--- config.mk ---
export PLATFORM = sky130hd
export DESIGN_NAME = i2sd_queue
export DESIGN_NICKNAME = d
export VERILOG_FILES = /design/src/rtl/i2sd_pkg.sv /design/src/rtl/i2sd_queue.sv
export SDC_FILE = /design/constraint.sdc
export NUM_CORES = 1
export LEC_CHECK = 0
export BUFFER_PORTS_ARGS = -buffer_cell sky130_fd_sc_hd__buf_2
export CAP_MARGIN = 5
export CORE_ASPECT_RATIO = 0.75
export CORE_UTILIZATION = 51
export DETAILED_ROUTE_END_ITERATION = 7
export GPL_TIMING_DRIVEN = 0
export PLACE_DENSITY = 0.78
export RECOVER_POWER = 25
export SKIP_CTS_REPAIR_TIMING = 1
export SLEW_MARGIN = 20
export SYNTH_ARGS = -nofsm -noshare
export SYNTH_HDL_FRONTEND = slang
export SYNTH_SLANG_ARGS = --single-unit
export TNS_END_PERCENT = 10
--- constraint.sdc ---
create_clock -name clk -period 2.8 [get_ports clk]
set_input_delay 0.14 -clock clk [delete_from_list [all_inputs] [get_ports clk]]
set_output_delay 0.14 -clock clk [all_outputs]
set_load 0.01 [all_outputs]
--- src/rtl/i2sd_pkg.sv ---
package i2sd_pkg;

	localparam int NUMBER_W = 27;
	localparam int SEG_W    = 7;
	localparam int POS_W    = 3;
	localparam int CNT_W    = 4;
	localparam int DIGIT_W  = 4;
	localparam int POW_W    = 35;
	localparam int RECIP_W  = 32;
	localparam int RECIP_SH = 35;

	localparam logic [CNT_W-1:0]   DIGIT_COUNT_RST = 4'd4;
	localparam logic [DIGIT_W-1:0] DIGIT_NINE      = 4'd9;
	// floor(x / 10) == (x * RECIP_TEN) >> RECIP_SH for any x below 2^32
	localparam logic [RECIP_W-1:0] RECIP_TEN       = 32'hCCCC_CCCD;

	// request handed from the front to the converter
	typedef struct packed {
		logic [NUMBER_W-1:0] number;
		logic [CNT_W-1:0]    count;
		logic                sat;
	} conv_req_t;

	// control that travels with a converted digit set
	typedef struct packed {
		logic [CNT_W-1:0] count;
		logic             sat;
	} digit_info_t;

	function automatic logic [SEG_W-1:0] seg_font(input logic [DIGIT_W-1:0] d);
		logic [SEG_W-1:0] p;
		case (d)
			4'd0:    p = 7'h3f;
			4'd1:    p = 7'h06;
			4'd2:    p = 7'h5b;
			4'd3:    p = 7'h4f;
			4'd4:    p = 7'h66;
			4'd5:    p = 7'h6d;
			4'd6:    p = 7'h7d;
			4'd7:    p = 7'h07;
			4'd8:    p = 7'h7f;
			4'd9:    p = 7'h67;
			default: p = 7'h00;
		endcase
		return p;
	endfunction

	function automatic logic [POW_W-1:0] pow10(input logic [CNT_W-1:0] n);
		logic [POW_W-1:0] p;
		case (n)
			4'd0:    p = 35'd1;
			4'd1:    p = 35'd10;
			4'd2:    p = 35'd100;
			4'd3:    p = 35'd1000;
			4'd4:    p = 35'd10000;
			4'd5:    p = 35'd100000;
			4'd6:    p = 35'd1000000;
			4'd7:    p = 35'd10000000;
			4'd8:    p = 35'd100000000;
			4'd9:    p = 35'd1000000000;
			4'd10:   p = 35'd10000000000;
			default: p = {POW_W{1'b1}};
		endcase
		return p;
	endfunction

endpackage

--- src/rtl/i2sd_queue.sv ---
module i2sd_queue import i2sd_pkg::*; (
	input  logic      clk,
	input  logic      arst_n,
	input  logic      in_valid,
	output logic      in_ready,
	input  conv_req_t in_req,
	output logic      out_valid,
	input  logic      out_ready,
	output conv_req_t out_req
);

	conv_req_t  ent_q [2];
	logic       wr_ptr_q;
	logic       rd_ptr_q;
	logic [1:0] fill_q;
	logic       push;
	logic       pop;

	assign in_ready  = (fill_q != 2'd2);
	assign out_valid = (fill_q != 2'd0);
	assign out_req   = ent_q[rd_ptr_q];
	assign push      = in_valid && in_ready;
	assign pop       = out_valid && out_ready;

	always_ff @(posedge clk) begin
		if (push) begin
			ent_q[wr_ptr_q] <= in_req;
		end
	end

	always_ff @(posedge clk or negedge arst_n) begin
		if (!arst_n) begin
			wr_ptr_q <= 1'b0;
			rd_ptr_q <= 1'b0;
			fill_q   <= 2'd0;
		end else begin
			if (push) begin
				wr_ptr_q <= !wr_ptr_q;
			end
			if (pop) begin
				rd_ptr_q <= !rd_ptr_q;
			end
			case ({push, pop})
				2'b10:   fill_q <= fill_q + 2'd1;
				2'b01:   fill_q <= fill_q - 2'd1;
				default: fill_q <= fill_q;
			endcase
		end
	end

endmodule

==> impl_metrics.tcl <==
set metrics [dict create \
    status "completed" \
    clock_skew_ns 0.00788 \
    yosysTopAreaCellShare_pct 76.2 \
    critPathMaxFanout 32 \
    tightestPinTransition_ns 0.767 \
    path_clk_slew_ns 0.06 \
    critPathLaunchType "flop" \
    powerDensity_mw_per_mm2 932 \
    final_cell_count_no_fill 292 \
    synth_seq_area_share_pct 80.2 \
    cts_buffers 9 \
    cp-end-kind "flop" \
    pin_count 70 \
    num_vias 1414 \
    ys_ff_latch 68 \
    timing.fmax_mhz 608 \
    critical_path_class "reg2reg" \
    holdPathStages 1 \
    num_rows 21 \
    hold-worst-slack_ns 0.0800 \
    drt.antenna.violating_nets 0 \
    slew_headroom_pct 48.9 \
    syn2layout_area_growth_pct 36.2 \
    min_period_ns 1.65 \
    setup_slack_ns 1.15 \
    drt_pass1_iterations 4 \
    vdd_drop_max_uv 565 \
    design.die.area_mm2 0.00523 \
    die_w_um 83.2 \
    h-tree-depth 3 \
    yosysWarnings 0 \
    crit_arrival_ns 1.61 \
    drc_errors 0 \
    synth_ff_type "edfxtp_1" \
    die_h_um 62.9 \
    cts_tree "built" \
    clkSinkCount 68 \
    cts_root_buffer "clkbuf_8" \
    postSynthCellCount 117 \
    synth.area.top_cells "edfxtp_1 76%, mux2_2 13%, dfrtp_1 4.0%, buf_6 1.8%, xnor2_1 1.0%" \
    rsz0062_at_grt "no" \
    slew_violations 0 \
    grt_pass1_vias 1385 \
    grt_first_pass_wirelength_mm 6.42 \
    synth_area_per_cell_um2 21.6 \
    coreArea_mm2 0.00460 \
    start_util_pct 54.9 \
    dp_slack_ns 1.14 \
    drv_cap 0 \
    yosysMostFrequentCell "edfxtp_1" \
    r2r_cells 2 \
    grt.total_usage_pct 17.1 \
    finalCritPeriodShare_pct 58.8 \
    cellLeakagePower_nw 1.30 \
    netlist_top_cells_count "64 x edfxtp_1, 30 x mux2_2, 4 x buf_6, 4 x dfrtp_1, 3 x xnor2_1" \
    drt_wl_total_mm 4.53 \
    fill_cells 292 \
    synth_cell_types 14 \
    hold_path_class "in2reg" \
    dpl.hpwl_mm 2.80 \
    grt-ovfl-total 0 \
    grt_antenna_before_repair 0 \
    async_reset_ff_share_pct 5.88 \
    finalSetupViolCount 0 \
    syn_area_mm2 0.00252 \
    grt_max_degree 33 \
    routedWlPerCell_um 15.5 \
    layout-drive-gt1-share_pct 46.0 \
    clockBufferDepth 2 \
    dpl.cell_count 244 \
    nets 267 \
    first_iter_violations 70 \
    synth_edf_count 64 \
    antenna_cells 0 \
    crit_required_ns 2.76 \
    hold_violations 0 \
    synth.largest_area_cell "edfxtp_1" \
    vias_per_cell 4.84 \
    synthesis.nets 154 \
    final_util_pct 74.7 \
    clock_latency_ns 0.33 \
    gp_congestion 0.742 \
    port_buffers 69 \
]
## per-stage QoR
stage / total power, W / TNS [ns] / cell area [um2]
floorplan: 0.00216 / 0 / 2520
detailed placement: 0.00256 / 0 / 2980
CTS: 0.00319 / 0 / 3130
global placement: 0.00248 / -6.26 / 2940
global route: 0.00337 / 0 / 3440
finish: 0.00320 / 0 / 3440
## layout make-up
cell class | count | area, um2 | share of cell area [%]
Clock inverter | 3 | 13.8 | 0.401
Buffer | 4 | 45.0 | 1.31
Clock buffer | 13 | 139 | 4.04
Tap cell | 57 | 71.3 | 2.08
Multi-Input combinational cell | 45 | 464 | 13.5
Sequential cell | 68 | 2020 | 58.8
Timing Repair Buffer | 102 | 681 | 19.8
## per-layer routing
layer  GRT usage [%]  up-vias  routed length, um
met5               0        -                  0
met1            17.3      667               1800
met3            10.7        4                341
met2            30.1       62               2350
met4            3.23        0                 31
li1                -      681                  -
## logic make-up (layout without fill, tap and decap cells)
logic type,after synthesis,in the layout,synth area share (%)
xor gates and xnor gates,5,5,1.74
DFF,68,68,80.2
buffers and inverters,4,122,1.79
muxes,32,32,14.3
adders and majority gates,1,1,0.496
and+or+nand+nor,7,7,1.54
## critical path: stages (launching register included)
cell      delay, ns
dfrtp_1        0.40
nand2b_1       0.15
and3_2         0.71
## cell usage in the layout, fill, tap and decap left out, types with 2 or more instances in the layout
| cell type | instances |
|---|---|
| buf_2 | 59 |
| dlygate4sd3_1 | 32 |
| edfxtp_1 | 64 |
| clkbuf_1 | 14 |
| mux2_2 | 30 |
| xor2_1 | 2 |
| dfrtp_1 | 4 |
| xnor2_1 | 3 |
| clkinv_2 | 2 |
| mux2_1 | 2 |
| clkbuf_8 | 9 |
| buf_6 | 4 |
## power by group
part | total [W] | internal [W] | switching [W]
logic | 0.00109 | 0.000545 | 0.000548
registers | 0.00147 | 0.00140 | 0.0000747
clock network | 0.000639 | 0.000317 | 0.000322
total | 0.00320 | 0.00226 | 0.000944
## flip-flops by register name, indices dropped and copies added, names as in the netlist
signal    cells
rd_ptr_q      1
wr_ptr_q      1
ent_q        64
fill_q        2
## final timing paths
path	startpoint	endpoint	slack, ns
min reg2reg	fill_q[1]	fill_q[1]	0.51
max in group asynchronous	arst_n	wr_ptr_q	2.43
min	in_req[31]	ent_q[0][31]	0.08
max	fill_q[0]	ent_q[1][24]	1.15
max reg2reg	fill_q[0]	ent_q[1][24]	1.15
min in group asynchronous	arst_n	rd_ptr_q	0.17
No activity file was read; power rests on OpenSTA's default activity.
