## config.mk

```make
export PLATFORM = sky130hd
export DESIGN_NAME = i2sd_emit
export DESIGN_NICKNAME = d
export VERILOG_FILES = /design/src/rtl/i2sd_pkg.sv /design/src/rtl/i2sd_emit.sv
export SDC_FILE = /design/constraint.sdc
export NUM_CORES = 1
export LEC_CHECK = 0
export ABC_AREA = 1
export BUFFER_PORTS_ARGS = -buffer_cell sky130_fd_sc_hd__buf_4
export CORE_MARGIN = 1
export CORE_UTILIZATION = 45
export DETAILED_ROUTE_END_ITERATION = 7
export PLACE_DENSITY = 0.82
export SYNTH_ARGS = -nofsm -noshare
export SYNTH_HDL_FRONTEND = slang
export SYNTH_SLANG_ARGS = --single-unit
```

## constraint.sdc

```tcl
create_clock -name clk -period 2 [get_ports clk]
set_clock_uncertainty 0.05 [all_clocks]
set_input_delay 0.2 -clock clk [delete_from_list [all_inputs] [get_ports clk]]
set_output_delay 0.2 -clock clk [all_outputs]
set_load 0.01 [all_outputs]
```

## src/rtl/i2sd_pkg.sv

```systemverilog
package i2sd_pkg;

	localparam int NUMBER_W = 27;
	localparam int SEG_W    = 7;
	localparam int POS_W    = 3;
	localparam int CNT_W    = 4;
	localparam int DIGIT_W  = 4;
	localparam int POW_W    = 35;
	localparam int RECIP_W  = 32;
	localparam int RECIP_SH = 35;

	localparam logic [CNT_W-1:0]   DIGIT_COUNT_RST = 4'd4;
	localparam logic [DIGIT_W-1:0] DIGIT_NINE      = 4'd9;
	// floor(x / 10) == (x * RECIP_TEN) >> RECIP_SH for any x below 2^32
	localparam logic [RECIP_W-1:0] RECIP_TEN       = 32'hCCCC_CCCD;

	// request handed from the front to the converter
	typedef struct packed {
		logic [NUMBER_W-1:0] number;
		logic [CNT_W-1:0]    count;
		logic                sat;
	} conv_req_t;

	// control that travels with a converted digit set
	typedef struct packed {
		logic [CNT_W-1:0] count;
		logic             sat;
	} digit_info_t;

	function automatic logic [SEG_W-1:0] seg_font(input logic [DIGIT_W-1:0] d);
		logic [SEG_W-1:0] p;
		case (d)
			4'd0:    p = 7'h3f;
			4'd1:    p = 7'h06;
			4'd2:    p = 7'h5b;
			4'd3:    p = 7'h4f;
			4'd4:    p = 7'h66;
			4'd5:    p = 7'h6d;
			4'd6:    p = 7'h7d;
			4'd7:    p = 7'h07;
			4'd8:    p = 7'h7f;
			4'd9:    p = 7'h67;
			default: p = 7'h00;
		endcase
		return p;
	endfunction

	function automatic logic [POW_W-1:0] pow10(input logic [CNT_W-1:0] n);
		logic [POW_W-1:0] p;
		case (n)
			4'd0:    p = 35'd1;
			4'd1:    p = 35'd10;
			4'd2:    p = 35'd100;
			4'd3:    p = 35'd1000;
			4'd4:    p = 35'd10000;
			4'd5:    p = 35'd100000;
			4'd6:    p = 35'd1000000;
			4'd7:    p = 35'd10000000;
			4'd8:    p = 35'd100000000;
			4'd9:    p = 35'd1000000000;
			4'd10:   p = 35'd10000000000;
			default: p = {POW_W{1'b1}};
		endcase
		return p;
	endfunction

endpackage

```

## src/rtl/i2sd_emit.sv

```systemverilog
module i2sd_emit import i2sd_pkg::*; #(
	parameter int MAX_DIGITS = 8
) (
	input  logic                                clk,
	input  logic                                arst_n,
	input  logic                                dig_valid,
	output logic                                dig_ready,
	input  logic [MAX_DIGITS-1:0][DIGIT_W-1:0]  digits,
	input  digit_info_t                         info,
	output logic                                out_valid,
	input  logic                                out_ready,
	output logic [SEG_W-1:0]                    segments,
	output logic [POS_W-1:0]                    digit_position,
	output logic                                is_last
);

	localparam int IDX_W = (MAX_DIGITS > 1) ? $clog2(MAX_DIGITS) : 1;

	logic [MAX_DIGITS-1:0][DIGIT_W-1:0] digits_q;
	logic [IDX_W-1:0]   w_q;
	logic [CNT_W-1:0]   pos_q;
	logic [CNT_W-1:0]   count_q;
	logic               sat_q;
	logic               seen_q;
	logic               busy_q;
	logic               valid_q;
	logic [SEG_W-1:0]   seg_q;
	logic [POS_W-1:0]   dpos_q;
	logic               last_q;

	logic               step;
	logic               load;
	logic [DIGIT_W-1:0] d;
	logic               show;

	assign step      = busy_q && (!valid_q || out_ready);
	assign dig_ready = !busy_q || (step && w_q == '0);
	assign load      = dig_valid && dig_ready;

	// saturated numbers show nine everywhere; blank zeros until the first nonzero
	assign d    = sat_q ? DIGIT_NINE : digits_q[w_q];
	assign show = (d != '0) || seen_q || (w_q == '0);

	assign out_valid      = valid_q;
	assign segments       = seg_q;
	assign digit_position = dpos_q;
	assign is_last        = last_q;

	always_ff @(posedge clk) begin
		if (step) begin
			seg_q  <= show ? seg_font(d) : '0;
			dpos_q <= pos_q[POS_W-1:0];
			last_q <= (w_q == '0);
		end
		if (load) begin
			digits_q <= digits;
			count_q  <= info.count;
			sat_q    <= info.sat;
			w_q      <= IDX_W'(info.count - CNT_W'(1));
			pos_q    <= '0;
		end else if (step) begin
			w_q   <= w_q - IDX_W'(1);
			pos_q <= pos_q + CNT_W'(1);
		end
	end

	always_ff @(posedge clk or negedge arst_n) begin
		if (!arst_n) begin
			busy_q  <= 1'b0;
			valid_q <= 1'b0;
			seen_q  <= 1'b0;
		end else begin
			if (step) begin
				valid_q <= 1'b1;
			end else if (out_ready) begin
				valid_q <= 1'b0;
			end
			if (load) begin
				busy_q <= 1'b1;
				seen_q <= 1'b0;
			end else if (step) begin
				seen_q <= seen_q || (d != '0);
				if (w_q == '0) begin
					busy_q <= 1'b0;
				end
			end
		end
	end

	assert property (@(posedge clk) disable iff (!arst_n)
		busy_q |-> (CNT_W'(w_q) < count_q))
		else $error("digit weight outside the digit count");

	assert property (@(posedge clk) disable iff (!arst_n)
		(valid_q && last_q) |-> (seg_q != '0))
		else $error("least significant digit was blanked");

endmodule

```

==> flow_summary_export.csv <==
group,metric,value,unit
grt,grt_max_degree,21,
routing,first_pass_iters,5,
grt,antenna_found_initial,0,
routing,drc,0,
logic_synthesis,syn_avg_cell_area,11.0,sq um
floorplan,die_w,76.1,um
clock_tree,clk-insertion-delay-late,0.30,ns
logic_synthesis,async_flop_share,5.66,%
outcome,violations,"negative setup slack",
pwr,pwr_density_cell,1540,nW/um^2
sta,setup_viol,9,
floorplan,dieArea,5790,sq um
grt,grt_first_pass_wirelength,7580,um
critical_path,crit_type,"flip-flop to flip-flop",
cells_and_area,num-nets-final,378,
logic_synthesis,synth_top_area_share,57.2,%
critical_path,cp-end-kind,"flip-flop",
pwr,power_frac_seq,31.4,%
logic_synthesis,synth_area_leaders,"edfxtp_1 57%, nand2_1 10%, inv_1 4.1%, ha_1 4.1%, nand3_1 3.2%",
logic_synthesis,syn_inst,224,
place,dpl.cell_count,360,
outcome,status,"finished, violations left",
sta,max_freq,0.474,GHz
sta,layout_setup_ws,-0.110,ns
sta,slew_headroom,82.9,%
cells_and_area,utilization,72.7,%
grt,grt-ovfl-total,0,
critical_path,crit_arrival,2.12,ns
grt,grt_usage,16.7,%
pwr,clkPwrFrac,11.9,%
place,dp_hpwl,3150,um
routing,ant_nets,0,
cells_and_area,diodes,0,
floorplan,rows,26,
logic_synthesis,ys_warn_count,0,
floorplan,die-height,76.1,um
logic_synthesis,synth_commonest_cells,"69 x nand2_1, 47 x edfxtp_1, 27 x inv_1, 16 x nand3_1, 8 x ha_1",
logic_synthesis,netlist_area,2470,sq um
floorplan,pin_count,54,
clock_tree,cts-root-buf,"clkbuf_8",
cells_and_area,area_delta_synth_final,53.2,%
clock_tree,path_clk_slew,0.09,ns
sta,min_period,2.11,ns
job,max_cap_viol_count,0,
routing,wl_per_cell,14.1,um
sta,fin_crit_sh,106,%
pwr,power.internal,3.51,mW
clock_tree,cts_max_level,2,
logic_synthesis,yosysSeqAreaShare,62.6,%
logic_synthesis,ys.flop_type,"edfxtp_1",
critical_path,critPathSlowestCell,"edfxtp_1",
routing,routed_wl,5640,um
clock_tree,cts_sinks,53,
place,numPortBuffers,52,
floorplan,coreArea,5200,sq um
hold_path,hold_class,"input pin to flip-flop",
logic_synthesis,yosysMostFrequentCell,"nand2_1",
sta,slew_violations,0,
pwr,p_leak,1.65,nW
critical_path,path_cells,"buf_6 > inv_6 > nand2_1 > nand3_1 > nand3_2 > nand2_2 > nor2_4 > buf_6 > ha_4 > nand3_4 > nor2_4 > a21oi_2",
pwr,peakVddDrop,0.652,mV
clock_tree,cts_buffers,5,
pwr,p_sw_share,39.8,%
logic_synthesis,ys_ff_latch,53,
routing,vias,1954,
grt,grt_pass1_vias,1802,
cells_and_area,drive_above_1_share,47.0,%
logic_synthesis,synth.distinct_cells,28,
critical_path,cp_max_fo,5,
logic_synthesis,syn_nets,273,
pwr,switchingPower,2.33,mW
cells_and_area,fin_cells,400,
clock_tree,cts_tree,"yes",
pwr,pwr-share-comb,56.8,%
routing,drtIter0Drc,142,
place,place_congestion,0.799,
sta,tightest_slew,0.256,ns
clock_tree,clock_path_buffers,2,
critical_path,slowest_delay,0.48,ns
floorplan,initial_utilization,47.4,%
logic_synthesis,synth_top_cell_by_area,"edfxtp_1",
critical_path,start_kind,"flip-flop",
sta,rsz0062_at_grt,"true",
routing,viasPerCell,4.89,
logic_synthesis,synth-edff-count,47,
sta,hold_viol,0,
critical_path,critPathRequiredTime,2.01,ns
## critical path: cells and delay by family (launching register included)
| kind | cells | cell delay (ns) |
|---|---|---|
| AO/OA/AOI/OAI | 1 | 0.04 |
| adder cells (fa/ha/maj) | 1 | 0.18 |
| buffers and inverters | 3 | 0.35 |
| flip-flops | 1 | 0.48 |
| AND/OR/NAND/NOR | 7 | 0.76 |
## registers in the layout (all words and copies together), names as in the netlist
name            cells
digit_position      3
pos_q               3
digits_q           32
is_last             1
seen_q              1
segments            7
sat_q               1
busy_q              1
w_q                 3
out_valid           1
## power by group through the flow
| stage | clock [mW] | sequential [mW] | combinational (mW) |
|---|---|---|---|
| 6_report | 0.694 | 1.83 | 3.31 |
| 2_1_floorplan | 0 | 1.87 | 1.45 |
| 3_5_place_dp | 0 | 1.85 | 2.21 |
| 4_1_cts | 0.702 | 1.83 | 2.46 |
| 5_1_grt | 0.747 | 1.87 | 3.57 |
| 3_3_place_gp | 0 | 1.84 | 2.14 |
## timing repair
item / CTS / global route
gates cloned: 1 / 3
hold buffers: 1 / 13
endpoints found under the setup margin: 9 / 31
resized for setup: 13 / 53
pin swaps: 10 / 23
setup buffers: 4 / 10
endpoints found under the hold margin: 3 / 13
## final cells by class
cell class                      instances  area (sq um)
Sequential cell                        53          1550
Multi-Input combinational cell        136          1020
Fill cell                             319          1420
Clock buffer                            6          72.6
Timing Repair inverter                  1          8.76
Clock inverter                          2          33.8
Inverter                               32           140
Tap cell                               70          87.6
Timing Repair Buffer                  100           871
## cell usage in the layout, fill, tap and decap left out, types with 2 or more instances in the layout
master,n
edfxtp_1,47
nand2_4,2
nand3_1,7
nand3_4,8
nor2_1,5
buf_6,8
ha_2,2
nand2_2,10
clkbuf_8,5
buf_12,3
nand4_1,2
xnor2_1,2
dfrtp_1,3
nand3_2,9
o21ai_2,3
inv_6,2
inv_1,25
ha_4,4
a21oi_2,5
dlygate4sd3_1,14
nor2_4,4
dfxtp_1,3
o21ai_4,2
ha_1,2
nor2_2,3
nand2_1,60
inv_2,4
buf_4,74
## kinds of logic (layout without fill, tap and decap cells)
| logic type | Yosys count | in the layout | share of synthesized area (%) |
|---|---|---|---|
| xor+xnor | 3 | 3 | 1.06 |
| compound gates | 13 | 13 | 3.40 |
| buf+inv | 37 | 141 | 7.30 |
| fa+ha+maj | 8 | 8 | 4.05 |
| flops | 53 | 53 | 62.6 |
| simple gates | 110 | 112 | 21.5 |
## metal layers
| layer | vias to the layer above | global-route usage, % | share of wire [%] |
|---|---|---|---|
| met5 | - | 0 | 0 |
| met4 | 0 | 6.35 | 1.8 |
| met3 | 13 | 4.67 | 5.2 |
| met2 | 77 | 29.7 | 55 |
| met1 | 919 | 18.9 | 38 |
| li1 | 945 | - | - |
## stage by stage
stage	hold WS, ns	TNS [ns]	area [sq um]	worst slack, ns	power, mW
global route	0.0000339	-1.35	3780	-0.172	6.18
finish	0.0183	-0.581	3780	-0.110	5.84
detailed placement	-0.0579	-0.245	3070	-0.0685	4.06
floorplan	-0.146	0	2480	0.0175	3.32
CTS	0.00616	-0.0149	3300	-0.0128	4.99
global placement	-0.0571	-0.0275	3070	-0.0268	3.98
## path summary, 6_finish.rpt
kind | start | to | slack (ns) | depth (start not counted)
worst max-delay path | w_q[0] | segments[6] | -0.11 | 12
worst min-delay path | digits[7] | digits_q[7] | 0.02 | 1
worst max register to register | w_q[0] | segments[6] | -0.11 | 12
worst min register to register | pos_q[2] | digit_position[2] | 0.42 | 0
max in group asynchronous | arst_n | busy_q | 1.65 | 2
min in group asynchronous | arst_n | out_valid | 0.16 | 2
No activity file was read; power rests on OpenSTA's default activity.
