==> src/rtl/i2sd_pkg.sv <==
package i2sd_pkg;

	localparam int NUMBER_W = 27;
	localparam int SEG_W    = 7;
	localparam int POS_W    = 3;
	localparam int CNT_W    = 4;
	localparam int DIGIT_W  = 4;
	localparam int POW_W    = 35;
	localparam int RECIP_W  = 32;
	localparam int RECIP_SH = 35;

	localparam logic [CNT_W-1:0]   DIGIT_COUNT_RST = 4'd4;
	localparam logic [DIGIT_W-1:0] DIGIT_NINE      = 4'd9;
	// floor(x / 10) == (x * RECIP_TEN) >> RECIP_SH for any x below 2^32
	localparam logic [RECIP_W-1:0] RECIP_TEN       = 32'hCCCC_CCCD;

	// request handed from the front to the converter
	typedef struct packed {
		logic [NUMBER_W-1:0] number;
		logic [CNT_W-1:0]    count;
		logic                sat;
	} conv_req_t;

	// control that travels with a converted digit set
	typedef struct packed {
		logic [CNT_W-1:0] count;
		logic             sat;
	} digit_info_t;

	function automatic logic [SEG_W-1:0] seg_font(input logic [DIGIT_W-1:0] d);
		logic [SEG_W-1:0] p;
		case (d)
			4'd0:    p = 7'h3f;
			4'd1:    p = 7'h06;
			4'd2:    p = 7'h5b;
			4'd3:    p = 7'h4f;
			4'd4:    p = 7'h66;
			4'd5:    p = 7'h6d;
			4'd6:    p = 7'h7d;
			4'd7:    p = 7'h07;
			4'd8:    p = 7'h7f;
			4'd9:    p = 7'h67;
			default: p = 7'h00;
		endcase
		return p;
	endfunction

	function automatic logic [POW_W-1:0] pow10(input logic [CNT_W-1:0] n);
		logic [POW_W-1:0] p;
		case (n)
			4'd0:    p = 35'd1;
			4'd1:    p = 35'd10;
			4'd2:    p = 35'd100;
			4'd3:    p = 35'd1000;
			4'd4:    p = 35'd10000;
			4'd5:    p = 35'd100000;
			4'd6:    p = 35'd1000000;
			4'd7:    p = 35'd10000000;
			4'd8:    p = 35'd100000000;
			4'd9:    p = 35'd1000000000;
			4'd10:   p = 35'd10000000000;
			default: p = {POW_W{1'b1}};
		endcase
		return p;
	endfunction

endpackage

==> src/rtl/i2sd_front.sv <==
module i2sd_front import i2sd_pkg::*; #(
	parameter int MAX_DIGITS = 8
) (
	input  logic                clk,
	input  logic                arst_n,
	input  logic                cfg_valid,
	output logic                cfg_ready,
	input  logic [CNT_W-1:0]    digit_count,
	input  logic                in_valid,
	output logic                in_ready,
	input  logic [NUMBER_W-1:0] number,
	input  logic                q_ready,
	output logic                q_valid,
	output conv_req_t           q_req
);

	logic [CNT_W-1:0] digit_count_q;
	logic [CNT_W-1:0] cnt;

	assign cfg_ready = 1'b1;

	always_ff @(posedge clk or negedge arst_n) begin
		if (!arst_n) begin
			digit_count_q <= DIGIT_COUNT_RST;
		end else if (cfg_valid) begin
			digit_count_q <= digit_count;
		end
	end

	// zero means one digit; anything past the display width is clamped
	always_comb begin
		if (digit_count_q == '0) begin
			cnt = CNT_W'(1);
		end else if (digit_count_q > CNT_W'(MAX_DIGITS)) begin
			cnt = CNT_W'(MAX_DIGITS);
		end else begin
			cnt = digit_count_q;
		end
	end

	assign in_ready      = q_ready;
	assign q_valid       = in_valid;
	assign q_req.number  = number;
	assign q_req.count   = cnt;
	assign q_req.sat     = ({(POW_W-NUMBER_W)'(0), number} >= pow10(cnt));

endmodule

==> config.mk <==
export PLATFORM = sky130hd
export DESIGN_NAME = i2sd_front
export DESIGN_NICKNAME = d
export VERILOG_FILES = /design/src/rtl/i2sd_pkg.sv /design/src/rtl/i2sd_front.sv
export SDC_FILE = /design/constraint.sdc
export NUM_CORES = 1
export LEC_CHECK = 0
export ABC_AREA = 1
export BUFFER_PORTS_ARGS = -buffer_cell sky130_fd_sc_hd__buf_2
export CORE_MARGIN = 1
export CORE_UTILIZATION = 46
export DETAILED_ROUTE_END_ITERATION = 16
export PLACE_DENSITY_LB_ADDON = 0.2
export SLEW_MARGIN = 20
export SYNTH_ARGS = -nofsm -noshare
export SYNTH_HDL_FRONTEND = slang
export SYNTH_SLANG_ARGS = --single-unit
==> constraint.sdc <==
create_clock -name clk -period 4.2 [get_ports clk]
set_clock_uncertainty 0.15 [all_clocks]
set_input_delay 0.84 -clock clk [delete_from_list [all_inputs] [get_ports clk]]
set_output_delay 0.84 -clock clk [all_outputs]
set_load 0.01 [all_outputs]
==> results of run 1 <==
## kinds of logic after synthesis
| logic type | Yosys count | synth area share |
|---|---|---|
| flops | 4 | 0.07391 |
| other cells | 1 | 0.002735 |
| mux | 1 | 0.008211 |
| fa+ha+maj | 32 | 0.2920 |
| compound gates | 34 | 0.1387 |
| simple gates | 76 | 0.2263 |
| buf+inv | 63 | 0.2582 |
## layout make-up
cell class	instances	area share
multi-input combinational	146	0.6060
clock buffer	4	0.01713
sequential	4	0.06607
timing repair buffer	65	0.2121
inverter	30	0.07341
tap	31	0.02529
## per-layer routing
metal | vias up | GRT usage | wire length [um]
li1 | 716 | - | -
met1 | 545 | 0.2314 | 1280
met2 | 41 | 0.3126 | 1301
met3 | 0 | 0.009217 | 147
met4 | 0 | 0.01394 | 0
met5 | - | 0 | 0
## synthesized netlist by cell type
library cell | n | area (um^2)
o21a_1 | 2 | 15.01
nor2_1 | 20 | 75.07
conb_1 | 1 | 3.750
inv_2 | 2 | 7.510
o21ai_0 | 9 | 45.04
dfrtp_1 | 3 | 75.07
nand2_1 | 47 | 176.4
nand2_2 | 4 | 25.02
a21o_1 | 2 | 15.01
nor3b_2 | 1 | 12.51
o21bai_1 | 1 | 7.510
buf_2 | 1 | 5.000
a21oi_1 | 19 | 95.09
buf_4 | 31 | 232.7
or2_2 | 1 | 6.260
nand3_1 | 3 | 15.01
dfstp_2 | 1 | 26.28
ha_1 | 32 | 400.4
a211oi_2 | 1 | 12.51
inv_1 | 28 | 105.1
mux2_2 | 1 | 11.26
clkbuf_1 | 1 | 3.750
## power breakdown
| part | leakage, nW | total (mW) | internal (mW) | switching, mW |
|---|---|---|---|---|
| Combinational | 0.876 | 0.215 | 0.0902 | 0.124 |
| Sequential | 0.0465 | 0.0493 | 0.0430 | 0.00631 |
| Clock | 0.0150 | 0.0512 | 0.0356 | 0.0156 |
## worst max-delay path: cells and delay by family, from the launching register on
family | cells | cell delay [ns]
and+or+nand+nor | 10 | 0.83
DFF | 1 | 0.56
adders and majority gates | 2 | 0.54
AOI/OAI and AO/OA | 2 | 0.41
buffers and inverters | 3 | 0.30
## metrics by stage
stage	std cells	total power [mW]	cell area [um^2]	util	hold WS (ns)
5_1_grt	280	0.3574	1534	0.5515	0.2479
3_5_place_dp	276	0.2645	1501	0.5398	0.3993
6_report	280	0.3150	1534	0.5515	0.2520
3_3_place_gp	276	0.2623	1501	0.5398	0.3884
2_1_floorplan	213	0.2161	1379	-	0.3650
4_1_cts	280	0.3189	1528	0.5493	0.2503
## what timing repair did
action                                  CTS  global route
endpoints found under the setup margin    0             1
setup buffers                             0             0
gates resized for setup                   0             2
## path summary, 6_finish.rpt
check	slack (ns)	from	to	cells after the start
min	0.25	arst_n	digit_count_q[1]	1
min in group clk	0.41	digit_count_q[2]	digit_count_q[2]	2
max in group asynchronous	3.44	arst_n	digit_count_q[2]	1
max reg2reg	3.06	digit_count_q[3]	digit_count_q[3]	2
max	0.34	digit_count_q[2]	q_req[0]	17
min reg2reg	0.41	digit_count_q[2]	digit_count_q[2]	2
## layout by cell type (no fill, tap or decap), drive strengths merged
cell type,instances
o21a,2
mux2,1
buf,65
o21bai,1
nor2,20
clkbuf,4
inv,30
a21o,2
ha,32
or2,1
dfstp,1
nand2,51
conb,3
o21ai,9
a21oi,19
a211oi,1
dfrtp,3
nor3b,1
nand3,3
==> results_dict.tcl, run 1 <==
set metrics [dict create \
    status "completed" \
    tns_ns 0 \
    ys_ff_latch 4 \
    cts.path.max_buffers 2 \
    yosysSeqAreaShare 0.07391 \
    drive_gt1_frac 0.3253 \
    setup_violations 0 \
    synthDistinctLibCells 22 \
    largest_reg_flops 4 \
    crit_path_max_incr_delay_ns 0.56 \
    maxSlewViolCount 0 \
    worstSkewPairLatency_ns 0.23 \
    cts_made_buffers 3 \
    drtIter0Drc 19 \
    fp.dieW_um 56.60 \
    post-route-period-util 0.9181 \
    p_per_area_nw_per_um2 205.4 \
    drt.antenna.violating_nets 0 \
    worst-endpoint-arrival_ns 2.87 \
    cts.clk_slew.worst_paths_ns 0.04 \
    antenna_found_initial 0 \
    pre_cts_slack_ns 0.4216 \
    worst_slack_ns 0.3440 \
    postCtsHoldBufs 0 \
    top_register "digit_count_q" \
    hold_viol 0 \
    netlist_instances 211 \
    h-tree-depth 1 \
    rows 19 \
    crit_path_top_delay_cell "dfstp_2" \
    core_area_um2 2781 \
    dp.final_hpwl_mm 2.461 \
    fillers 300 \
    avgSynthCellArea_um2 6.499 \
    grt_overflow_total 0 \
    wl_per_cell_um 9.743 \
    critPathLaunchType "flop" \
    num_io_pins 71 \
    hold_path_class "in -> async" \
    cts_tree "done" \
    grt_pass1_wl_mm 4.581 \
    cp-end-kind "output pin" \
    initial_core_util 0.4930 \
    portBuffers 65 \
    cts.sinks 4 \
    drt-pass1-iter-count 4 \
    crit_path_frequent_cell "nor2_1" \
    vias 1302 \
    totalWireLength_mm 2.728 \
    clock-root-buffer "clkbuf_4" \
    fin_crit_ns 3.856 \
    antennaDiodeCount 0 \
    netlist_area_um2 1371 \
    clock.fmax_mhz 259.3 \
    grtUsageTotal 0.1722 \
    largestRegisters "digit_count_q: 4 flops" \
    critical_path_required_ns 3.21 \
    nets 318 \
    path_cells "inv_1 > a21oi_1 > nor2_1 > inv_1 > ha_1 > a21oi_2 > nor2_1 > ha_1 > nand2_1 > nor2_1 > nand2_1 > nor2_1 > nand3_1 > nor2_1 > nor2_1 > nand2_1 > buf_2" \
    p_leak_nw 0.9378 \
    worstPathMaxFanout 5 \
    dieArea_um2 3204 \
    drcViolationCount 0 \
    seq_area_um2 101.3 \
    grt_max_degree 16 \
    gp_congestion 0.8187 \
    worstSetupPathType "reg -> out" \
    grt_pass1_vias 1149 \
    yosys_warnings 0 \
    drv_cap 0 \
    peakVddDrop_uv 234.9 \
    avgViaCountPerCell 4.650 \
    multi_input_area_um2 929.6 \
    rsz0062_at_grt "no" \
    areaGrowthSynthToFinish_pct 11.86 \
    die_h_um 56.60 \
]
Power figures use the tool's default switching activity.
==> run 2: changes to the inputs <==
--- a/config.mk
+++ b/config.mk
@@ -8,9 +8,9 @@
 export ABC_AREA = 1
 export BUFFER_PORTS_ARGS = -buffer_cell sky130_fd_sc_hd__buf_2
 export CORE_MARGIN = 1
-export CORE_UTILIZATION = 46
+export CORE_UTILIZATION = 50
 export DETAILED_ROUTE_END_ITERATION = 16
-export PLACE_DENSITY_LB_ADDON = 0.2
+export PLACE_DENSITY = 0.87
 export SLEW_MARGIN = 20
 export SYNTH_ARGS = -nofsm -noshare
 export SYNTH_HDL_FRONTEND = slang
==> constraint.sdc (replaced) <==
create_clock -name clk -period 4.6 [get_ports clk]
set_clock_uncertainty 0.15 [all_clocks]
set_input_delay 0.92 -clock clk [delete_from_list [all_inputs] [get_ports clk]]
set_output_delay 0.92 -clock clk [all_outputs]
set_load 0.01 [all_outputs]
==> results_dict.tcl, run 2 (synthesis gave the netlist of run 1 again) <==
set metrics [dict create \
    drv_cap 0 \
    worstPathMaxFanout 15 \
    cts.path.max_buffers 2 \
    drive_gt1_frac 0.3173 \
    swShare 0.4673 \
    cts_made_buffers 3 \
    antenna_found_initial 0 \
    nets 318 \
    final_common_cell "buf_2" \
    status "completed" \
    hold_viol 0 \
    worstSetupPathType "reg -> out" \
    num_io_pins 71 \
    cts.sinks 4 \
    dieArea_um2 2956 \
    dp.final_hpwl_mm 2.379 \
    worst-endpoint-arrival_ns 2.99 \
    p_per_area_nw_per_um2 188.4 \
    peakVddDrop_uv 166.1 \
    p_int_mw 0.1532 \
    grt_pass1_vias 1132 \
    hold_path_class "in -> async" \
    grtUsageTotal 0.1978 \
    drt-pass1-iter-count 4 \
    postCtsHoldBufs 0 \
    pwr-share-comb 0.675 \
    cts_tree "done" \
    gp_congestion 0.8926 \
    critPathLaunchType "flop" \
    setup_violations 0 \
    p_leak_nw 0.9378 \
    cts.clk_slew.worst_paths_ns 0.04 \
    rows 18 \
    finalPower_mw 0.2876 \
    avgViaCountPerCell 4.828 \
    cts_resized 0 \
    totalWireLength_mm 2.651 \
    h-tree-depth 1 \
    vias 1347 \
    fin_crit_ns 4.060 \
    worstSkewPairLatency_ns 0.24 \
    largestRegisters "digit_count_q: 4 flops" \
    die_h_um 54.37 \
    areaGrowthSynthToFinish_pct 11.31 \
    core_area_um2 2545 \
    cts_setup_buffers 0 \
    fillers 270 \
    maxSlewViolCount 0 \
    crit_path_max_incr_delay_ns 0.54 \
    initial_core_util 0.5388 \
    post-route-period-util 0.8825 \
    path_cells "nor2_1 > inv_1 > ha_1 > a21oi_1 > nor2_1 > ha_1 > nand2_1 > nor2_1 > nand2_1 > nor2_1 > nand3_1 > nor2_1 > nor2_1 > nand2_1 > buf_2" \
    met3_wirelength_um 206 \
    crit_path_frequent_cell "nor2_1" \
    highest-signal-layer "met3" \
    grt_overflow_total 0 \
    tns_ns 0 \
    antennaDiodeCount 0 \
    fp.dieW_um 54.37 \
    power_frac_clock 0.169 \
    power_switching_mw 0.1344 \
    wl_per_cell_um 9.502 \
    drcViolationCount 0 \
    clock-root-buffer "clkbuf_4" \
    largest_reg_flops 4 \
    critical_path_required_ns 3.53 \
    crit_path_top_delay_cell "dfrtp_1" \
    grt_max_degree 16 \
    clock.fmax_mhz 246.3 \
    final_cell_mix "buf_2 (65), nand2_1 (47), ha_1 (32)" \
    portBuffers 65 \
    cp-end-kind "output pin" \
    seq_power_share 0.156 \
    drtIter0Drc 23 \
    met1Wirelength_mm 1.168 \
    rsz0062_at_grt "no" \
    grt_pass1_wl_mm 4.347 \
    drt.antenna.violating_nets 0 \
    route.met2.wl_mm 1.276 \
    top_register "digit_count_q" \
]
==> run 2: cell counts in the layout (fill, tap and decap cells not counted) <==
No cell type changed its count.
==> run 2: final timing paths <==
kind	from	to	slack [ns]	cells after the start
max	digit_count_q[3]	q_req[0]	0.54	15
min	arst_n	digit_count_q[3]	0.33	1
max reg2reg	digit_count_q[3]	digit_count_q[3]	3.45	2
min reg2reg	digit_count_q[2]	digit_count_q[2]	0.40	2
max in group asynchronous	arst_n	digit_count_q[2]	3.77	1
min in group clk	digit_count_q[2]	digit_count_q[2]	0.40	2
==> run 2: worst max-delay path: cells and delay by family (launching register included) <==
kind                     cells  cell delay, ns
AND/OR/NAND/NOR             10            1.09
adder cells (fa/ha/maj)      2            0.59
flip-flops                   1            0.54
AO/OA/AOI/OAI                1            0.27
buffers and inverters        2            0.24
==> run 2: power by group through the flow <==
stage | clock network (mW) | logic (mW) | registers [mW]
3_3_place_gp | 0 | 0.190 | 0.0450
3_5_place_dp | 0 | 0.195 | 0.0452
2_1_floorplan | 0 | 0.155 | 0.0426
6_report | 0.0486 | 0.194 | 0.0449
5_1_grt | 0.0552 | 0.230 | 0.0458
4_1_cts | 0.0508 | 0.196 | 0.0448
==> run 2: layout make-up <==
type	count	area [um^2]	area share
Timing Repair Buffer	65	325.3	0.2131
Clock buffer	4	26.28	0.01721
Multi-Input combinational cell	146	923.4	0.6049
Tap cell	30	37.54	0.02459
Inverter	30	112.6	0.07377
Sequential cell	4	101.3	0.06639
==> run 2: routing by layer <==
metal,GRT usage,vias up
li1,-,719
met1,0.2344,574
met2,0.3699,54
met3,0.03056,0
met4,0.03846,0
met5,0,-
==> run 2: metrics by stage <==
stage / std cells / utilization / area (um^2) / hold WS, ns / setup slack [ns]
global placement: 275 / 0.5895 / 1500 / 0.3987 / 0.9236
floorplan: 213 / - / 1379 / 0.3650 / 1.036
detailed placement: 275 / 0.5895 / 1500 / 0.3946 / 0.8398
CTS: 279 / 0.5998 / 1526 / 0.3208 / 0.5569
finish: 279 / 0.5998 / 1526 / 0.3266 / 0.5403
global route: 279 / 0.5998 / 1526 / 0.3101 / 0.1245
